$ cat src/rtl/ipv4_address_analyzer_unit_macros.svh
// Assertion macros shared by the IPv4 address analyser RTL.
`ifndef IPV4_ADDRESS_ANALYZER_UNIT_MACROS_SVH
`define IPV4_ADDRESS_ANALYZER_UNIT_MACROS_SVH

// Clocked assertion, switched off while reset is asserted.
`define IPV4AA_ASSERT_RST(lbl, clk, rst_n, prop, msg) \
  lbl: assert property (@(posedge clk) disable iff (!(rst_n)) (prop)) else $error(msg);

// Clocked assertion that also holds during reset.
`define IPV4AA_ASSERT_ALWAYS(lbl, clk, prop, msg) \
  lbl: assert property (@(posedge clk) (prop)) else $error(msg);

`endif

$ cat src/rtl/ipv4aa_pkg.sv
// Package with the transfer types and constants of the IPv4 address analyser.
`default_nettype none

package ipv4aa_pkg;

  // Address class codes.
  localparam logic [2:0] ClassA = 3'd0;
  localparam logic [2:0] ClassB = 3'd1;
  localparam logic [2:0] ClassC = 3'd2;
  localparam logic [2:0] ClassD = 3'd3;
  localparam logic [2:0] ClassE = 3'd4;

  // Special-range kind codes.
  localparam logic [2:0] KindNone      = 3'd0;
  localparam logic [2:0] KindPrivate   = 3'd1;
  localparam logic [2:0] KindLoopback  = 3'd2;
  localparam logic [2:0] KindLinkLocal = 3'd3;
  localparam logic [2:0] KindMulticast = 3'd4;

  // Special-range networks and their prefix masks.
  localparam logic [31:0] NetPriv192  = 32'hC0A8_0000;
  localparam logic [31:0] NetPriv172  = 32'hAC10_0000;
  localparam logic [31:0] NetPriv10   = 32'h0A00_0000;
  localparam logic [31:0] NetLoop     = 32'h7F00_0000;
  localparam logic [31:0] NetLinkLoc  = 32'hA9FE_0000;
  localparam logic [31:0] NetMcast    = 32'hE000_0000;
  localparam logic [31:0] Pfx4Mask    = 32'hF000_0000;
  localparam logic [31:0] Pfx8Mask    = 32'hFF00_0000;
  localparam logic [31:0] Pfx12Mask   = 32'hFFF0_0000;
  localparam logic [31:0] Pfx16Mask   = 32'hFFFF_0000;

  // Upper bounds of the first octet for classes A to D.
  localparam logic [7:0] ClassALast = 8'd127;
  localparam logic [7:0] ClassBLast = 8'd191;
  localparam logic [7:0] ClassCLast = 8'd223;
  localparam logic [7:0] ClassDLast = 8'd239;

  // Host count given for a non-contiguous mask (prefix taken as zero).
  localparam logic [31:0] HostsPfx0 = 32'hFFFF_FFFE;

  // One input transfer.
  typedef struct packed {
    logic [31:0] address;
    logic [31:0] net_mask;
  } ipv4_in_t;

  // One result transfer.
  typedef struct packed {
    logic [31:0] network_address;
    logic [31:0] broadcast_address;
    logic [31:0] first_host;
    logic [31:0] last_host;
    logic        mask_ok;
    logic [5:0]  prefix_length;
    logic [31:0] host_count;
    logic [2:0]  addr_class;
    logic [2:0]  addr_kind;
  } ipv4_res_t;

endpackage

`default_nettype wire

$ cat src/rtl/ipv4_address_analyzer_unit.sv
// Top level of the IPv4 address analyser: a three-stage pipeline.
//
//  Channel | Direction | Handshake        | Payload
//  --------+-----------+------------------+---------------------------
//  input   | in        | start_i, busy_o  | in_i     (ipv4_in_t)
//  result  | out       | done_o strobe    | result_o (ipv4_res_t)
//
// One transfer is taken in every cycle; busy_o is never raised.
// Each result appears on done_o after the three register stages (mask check
// and byte counts, prefix sum and host addresses, host count).
// Reset clears the stage valid bits only; the payload registers are not reset.
// The receiver cannot stall, so the pipeline never holds.
`default_nettype none

`include "ipv4_address_analyzer_unit_macros.svh"

module ipv4_address_analyzer_unit (
  input  wire logic                  clk_i,
  input  wire logic                  rst_ni,
  input  wire logic                  start_i,
  output logic                       busy_o,
  input  wire ipv4aa_pkg::ipv4_in_t  in_i,
  output logic                       done_o,
  output ipv4aa_pkg::ipv4_res_t      result_o
);

  // Number of ones in one byte.
  function automatic logic [3:0] ones8(input logic [7:0] b);
    logic [3:0] n;
    n = 4'd0;
    for (int i = 0; i < 8; i++) begin
      n = n + {3'd0, b[i]};
    end
    return n;
  endfunction

  // Stage registers.
  logic        s1_valid_q, s1_valid_d;
  logic [31:0] s1_net_q, s1_brd_q, s1_inv_q;
  logic        s1_ok_q, s1_ok_d;
  logic [3:0]  s1_cnt_q [4];
  logic [2:0]  s1_class_q, s1_class_d, s1_kind_q, s1_kind_d;

  logic        s2_valid_q;
  logic [31:0] s2_net_q, s2_brd_q, s2_first_q, s2_last_q, s2_inv_q;
  logic        s2_ok_q;
  logic [5:0]  s2_pfx_q, s2_pfx_d;
  logic [2:0]  s2_class_q, s2_kind_q;

  logic                  s3_valid_q;
  ipv4aa_pkg::ipv4_res_t s3_res_q, s3_res_d;

  logic [31:0] inv_mask;
  logic [7:0]  first_octet;

  // The pipeline never stalls.
  assign busy_o     = 1'b0;
  assign s1_valid_d = start_i;

  // Stage one: mask contiguity, range decode and per-byte ones count.
  always_comb begin
    inv_mask    = ~in_i.net_mask;
    first_octet = in_i.address[31:24];
    s1_ok_d     = ((inv_mask & (inv_mask + 32'd1)) == 32'd0);

    priority if (first_octet <= ipv4aa_pkg::ClassALast) begin
      s1_class_d = ipv4aa_pkg::ClassA;
    end else if (first_octet <= ipv4aa_pkg::ClassBLast) begin
      s1_class_d = ipv4aa_pkg::ClassB;
    end else if (first_octet <= ipv4aa_pkg::ClassCLast) begin
      s1_class_d = ipv4aa_pkg::ClassC;
    end else if (first_octet <= ipv4aa_pkg::ClassDLast) begin
      s1_class_d = ipv4aa_pkg::ClassD;
    end else begin
      s1_class_d = ipv4aa_pkg::ClassE;
    end

    priority if (((in_i.address & ipv4aa_pkg::Pfx16Mask) == ipv4aa_pkg::NetPriv192) ||
                 ((in_i.address & ipv4aa_pkg::Pfx12Mask) == ipv4aa_pkg::NetPriv172) ||
                 ((in_i.address & ipv4aa_pkg::Pfx8Mask) == ipv4aa_pkg::NetPriv10)) begin
      s1_kind_d = ipv4aa_pkg::KindPrivate;
    end else if ((in_i.address & ipv4aa_pkg::Pfx8Mask) == ipv4aa_pkg::NetLoop) begin
      s1_kind_d = ipv4aa_pkg::KindLoopback;
    end else if ((in_i.address & ipv4aa_pkg::Pfx16Mask) == ipv4aa_pkg::NetLinkLoc) begin
      s1_kind_d = ipv4aa_pkg::KindLinkLocal;
    end else if ((in_i.address & ipv4aa_pkg::Pfx4Mask) == ipv4aa_pkg::NetMcast) begin
      s1_kind_d = ipv4aa_pkg::KindMulticast;
    end else begin
      s1_kind_d = ipv4aa_pkg::KindNone;
    end
  end

  always_ff @(posedge clk_i) begin
    s1_net_q   <= in_i.address & in_i.net_mask;
    s1_brd_q   <= in_i.address | inv_mask;
    s1_inv_q   <= inv_mask;
    s1_ok_q    <= s1_ok_d;
    s1_class_q <= s1_class_d;
    s1_kind_q  <= s1_kind_d;
    for (int b = 0; b < 4; b++) begin
      s1_cnt_q[b] <= ones8(in_i.net_mask[8*b +: 8]);
    end
  end

  // Stage two: prefix length as the sum of the byte counts, host addresses.
  always_comb begin
    s2_pfx_d = ({2'd0, s1_cnt_q[0]} + {2'd0, s1_cnt_q[1]}) +
               ({2'd0, s1_cnt_q[2]} + {2'd0, s1_cnt_q[3]});
    if (!s1_ok_q) begin
      s2_pfx_d = 6'd0;
    end
  end

  always_ff @(posedge clk_i) begin
    s2_net_q   <= s1_net_q;
    s2_brd_q   <= s1_brd_q;
    s2_first_q <= s1_net_q + 32'd1;
    s2_last_q  <= s1_brd_q - 32'd1;
    s2_inv_q   <= s1_inv_q;
    s2_ok_q    <= s1_ok_q;
    s2_pfx_q   <= s2_pfx_d;
    s2_class_q <= s1_class_q;
    s2_kind_q  <= s1_kind_q;
  end

  // Stage three: host count. For a contiguous mask the inverted mask is
  // 2^(32-prefix)-1, so one less gives the usable hosts.
  always_comb begin
    s3_res_d.network_address   = s2_net_q;
    s3_res_d.broadcast_address = s2_brd_q;
    s3_res_d.first_host        = s2_first_q;
    s3_res_d.last_host         = s2_last_q;
    s3_res_d.mask_ok           = s2_ok_q;
    s3_res_d.prefix_length     = s2_pfx_q;
    s3_res_d.addr_class        = s2_class_q;
    s3_res_d.addr_kind         = s2_kind_q;
    if (!s2_ok_q) begin
      s3_res_d.host_count = ipv4aa_pkg::HostsPfx0;
    end else if (s2_inv_q == 32'd0) begin
      s3_res_d.host_count = 32'd1;
    end else begin
      s3_res_d.host_count = s2_inv_q - 32'd1;
    end
  end

  always_ff @(posedge clk_i) begin
    s3_res_q <= s3_res_d;
  end

  // Valid bits travel alongside the data.
  always_ff @(posedge clk_i or negedge rst_ni) begin
    if (!rst_ni) begin
      s1_valid_q <= 1'b0;
      s2_valid_q <= 1'b0;
      s3_valid_q <= 1'b0;
    end else begin
      s1_valid_q <= s1_valid_d;
      s2_valid_q <= s1_valid_q;
      s3_valid_q <= s2_valid_q;
    end
  end

  assign done_o   = s3_valid_q;
  assign result_o = s3_res_q;

  // A result only leaves when an item sat in stage two in the previous cycle.
  `IPV4AA_ASSERT_RST(a_valid_flow, clk_i, rst_ni, s3_valid_q |-> $past(s2_valid_q), "result without a stage-two item")
  // An invalid mask always reports a zero prefix.
  `IPV4AA_ASSERT_RST(a_bad_mask_pfx, clk_i, rst_ni, (done_o && !result_o.mask_ok) |-> (result_o.prefix_length == 6'd0), "invalid mask with non-zero prefix")
  // A full mask gives exactly one host.
  `IPV4AA_ASSERT_RST(a_full_mask_hosts, clk_i, rst_ni, (done_o && (result_o.prefix_length == 6'd32)) |-> (result_o.host_count == 32'd1), "prefix 32 without a single host")
  // The prefix length never exceeds the address width.
  `IPV4AA_ASSERT_RST(a_pfx_range, clk_i, rst_ni, done_o |-> (result_o.prefix_length <= 6'd32), "prefix length out of range")

endmodule

`default_nettype wire
$ cat config.mk
export PLATFORM = sky130hd
export DESIGN_NAME = ipv4_address_analyzer_unit
export DESIGN_NICKNAME = d
export VERILOG_FILES = /design/src/rtl/ipv4aa_pkg.sv /design/src/rtl/ipv4_address_analyzer_unit.sv
export VERILOG_INCLUDE_DIRS = /design/src /design/src/rtl
export SDC_FILE = /design/constraint.sdc
export NUM_CORES = 1
export LEC_CHECK = 0
export BUFFER_PORTS_ARGS = -buffer_cell sky130_fd_sc_hd__buf_2
export CORE_UTILIZATION = 49
export DETAILED_ROUTE_END_ITERATION = 10
export MAX_ROUTING_LAYER = met4
export PLACE_DENSITY = 0.8
export SLEW_MARGIN = 20
export SYNTH_ARGS = -nofsm -noshare
export SYNTH_HDL_FRONTEND = slang
export SYNTH_SLANG_ARGS = --single-unit
$ cat constraint.sdc
create_clock -name clk_i -period 3.8 [get_ports clk_i]
set_input_delay 0.19 -clock clk_i [delete_from_list [all_inputs] [get_ports clk_i]]
set_output_delay 0.19 -clock clk_i [all_outputs]
set_load 0.01 [all_outputs]
==> run_results.csv <==
group,metric,value,unit
cts,cts_buffers,43,
synth,synth_edf_count,0,
synth,synth.area.top_cells,"dfxtp_1 69%, fa_1 3.6%, xnor2_1 3.4%, inv_1 2.5%, ha_1 2.3%",
critical_path,path_class,"in -> reg",
cts,insertion_delay,0.52,ns
critical_path,cp.required,4.20,ns
placement,gp_congestion,0.945,
critical_path,crit_arrival,3.26,ns
outcome,status,"finished clean",
synth,synth_ff_type,"dfxtp_1",
routing,vias,8934,
cells_and_area,register_area,9380,sq um
cts,cts.sinks,468,
routing,final_antenna_net_count,0,
cts,cts_tree,"built",
cells_and_area,area_growth,30.0,%
critical_path,critical_path.most_common_cell,"fa_1",
cells_and_area,layout.nets,1555,
synth,avgSynthCellArea,12.6,sq um
sta,fin_crit,2.86,ns
critical_path,timing.rr.start,"s1_brd_q[2]",
die,io_pins,242,
synth,synth_seq_cells,468,
cells_and_area,multi_input_area,3710,sq um
synth,synth_top_area_cell,"dfxtp_1",
sta,setup-violations-final,0,
cts,cts-resized-gates,0,
sta,maxSlewHeadroom,52.4,%
cells_and_area,postLayoutCellArea,17500,sq um
critical_path,ff2ff_path_depth,6,
cts,hold_buffers,91,
cts,clkTransAtPathRegs,0.06,ns
placement,port_buffers,240,
routing,wl,32100,um
synth,ys_warn_count,0,
die,die_area,28100,sq um
power_and_ir_drop,peakVddDrop,302,uV
synth,synthCells,1069,
global_route,overflow,0,
critical_path,end_kind,"register",
sta,grt_setup_unrepaired,"no",
placement,dpl_cell_area,15100,sq um
flow_run,drv_cap,0,
critical_path,critPathMaxStageDelay,0.53,ns
routing,dr.first_iter.drc_count,667,
synth,synth_top_area_share,69.1,%
sta,drv_slew,0,
routing,routedWlPerCell,17.7,um
sta,tightest_slew,0.708,ns
global_route,grt_max_degree,35,
cells_and_area,final_common_cell,"dfxtp_1",
die,dieHeight,168,um
global_route,grt_pass1_vias,9177,
critical_path,crit_path_max_fanout,6,
sta,fin_skew,0.0185,ns
synth,syn-cell-area,13500,sq um
critical_path,r2r_end,"s2_last_q[25]",
die,core-area,27000,sq um
routing,via_per_inst,4.93,
routing,firstDrtPassIters,8,
synth,yosysSeqAreaShare,69.7,%
synth,synth_cell_type_count,60,
synth,async_reset_ff_share,0.641,%
cts,cts_root_buffer,"clkbuf_16",
hold_path,hold_class,"in -> reg",
routing,drc,0,
power_and_ir_drop,power.density,633,nW/um^2
global_route,antenna_found_initial,1,
cells_and_area,final_cell_mix,"465 x dfxtp_1, 240 x buf_2, 91 x dlygate4sd3_1, 88 x inv_1, 52 x xnor2_1",
power_and_ir_drop,leakage,7.49,nW
die,rows,60,
sta,fin_setup_tns,0,ns
synth,synth_nets,1185,
critical_path,path_cells,"dlygate4sd3_1, buf_2, inv_1, fa_1, fa_1, fa_1, inv_1, ha_1, inv_1, fa_1, xnor2_1",
sta,max_freq,0.350,GHz
critical_path,crit_path_end,"s1_cnt_q[3][2]",
die,initial_core_util,50.0,%
placement,dp_hpwl,21300,um
cells_and_area,drive_gt1_share,22.0,%
cells_and_area,n_fill_cell,1873,
critical_path,crit_path_start,"in_i[25]",
die,die_width,168,um
critical_path,r2r_setup_slack,1.17,ns
critical_path,cp-start-kind,"input port",
cts,post_cts_buffers,0,
cts,htree_num_levels,2,
sta,hold_viol,0,
sta,min_period_over_period,75.2,%
global_route,grt_first_pass_wirelength,50300,um
critical_path,slowest_stage,"dlygate4sd3_1",
cts,clockBufferDepth,3,
global_route,grtUsageTotal,23.8,%
==> Yosys cell counts (all sizes together), types with 3 or more instances <==
cell type and instances:
dfxtp 465, inv 88, xnor2 52, nor2 41, and2 37, nand2 36
nand2b 36, xor2 34, nor3 33, o21ai 29, ha 25, fa 24
nand3 23, nor4 17, or3 17, nand4 15, a21oi 14, or4 11
nor2b 9, and3 6, clkbuf 5, buf 4, o31ai 4, and4 3
dfrtp 3, o21a 3, o22ai 3, o311ai 3, o41ai 3, or3b 3
==> sequential cells by signal, summed over array words and instances, names as in the netlist, 3 cells and up <==
signal / flops
s2_brd_q: 32
s1_cnt_q: 16
s2_class_q: 3
s2_last_q: 32
s2_net_q: 32
s1_kind_q: 3
s1_class_q: 3
s2_pfx_q: 6
s2_inv_q: 32
s1_net_q: 32
s1_brd_q: 32
s2_first_q: 32
s2_kind_q: 3
result_o: 173
s1_inv_q: 32
==> routing by layer <==
| metal | vias up | routed length (um) | track usage [%] |
|---|---|---|---|
| met2 | 370 | 15900 | 40.3 |
| met5 | - | 0 | - |
| li1 | 4223 | - | - |
| met3 | 109 | 1700 | 4.07 |
| met4 | 0 | 1410 | 11.9 |
| met1 | 4232 | 13100 | 27.3 |
==> worst min-delay path by stage <==
stage,depth (start not counted),from,slack (ns),end
floorplan,0,rst_ni,-0.11,done_o
global placement,1,rst_ni,-0.02,s1_valid_q
detailed placement,1,rst_ni,-0.008,done_o
CTS,2,in_i[22],0.01,s1_inv_q[22]
global route,2,in_i[1],0.02,s1_net_q[1]
finish,2,in_i[1],0.03,s1_net_q[1]
==> cell families (layout without fill, tap and decap cells) <==
logic type	after synthesis	count (layout)	share of synthesized area (%)
flip-flops	468	468	69.7
AND/OR/NAND/NOR	295	295	12.7
buffers and inverters	98	499	2.79
XOR/XNOR	86	86	5.59
AO/OA/AOI/OAI	72	72	3.29
adder cells (fa/ha/maj)	49	49	5.89
other	1	2	0.0278
==> power by group <==
part / internal [W] / total (W) / leakage [nW] / switching [W]
Combinational: 0.000541 / 0.00115 / 2.84 / 0.000612
Clock: 0.00281 / 0.00457 / 0.740 / 0.00176
Sequential: 0.00520 / 0.00535 / 3.91 / 0.000150
==> worst max-delay path: cells and delay by family <==
| family | cells | cell delay [ns] |
|---|---|---|
| fa+ha+maj | 5 | 1.97 |
| buf+inv | 5 | 0.98 |
| xor+xnor | 1 | 0.13 |
==> stage by stage <==
step                      setup WS [ns]  utilization (%)  instances  hold slack [ns]  power [W]
after detailed placement           1.01             55.9       1644         -0.00770    0.00649
after CTS                         0.984             64.9       1811           0.0109     0.0111
after floorplan                    1.31                -       1069           -0.106    0.00610
final                             0.941             64.9       1812           0.0291     0.0111
after global routing              0.853             64.9       1812           0.0234     0.0116
after global placement             1.06             55.9       1644          -0.0151    0.00647
==> final cells by class <==
type,count,area share [%]
Multi-Input combinational cell,503,21.2
Clock inverter,17,1.88
Sequential cell,468,53.6
Antenna cell,1,0.0143
Tap cell,341,2.44
Timing Repair Buffer,334,12.2
Inverter,89,1.91
Clock buffer,59,6.78
Note: power is estimated with default switching activity, not from simulation.
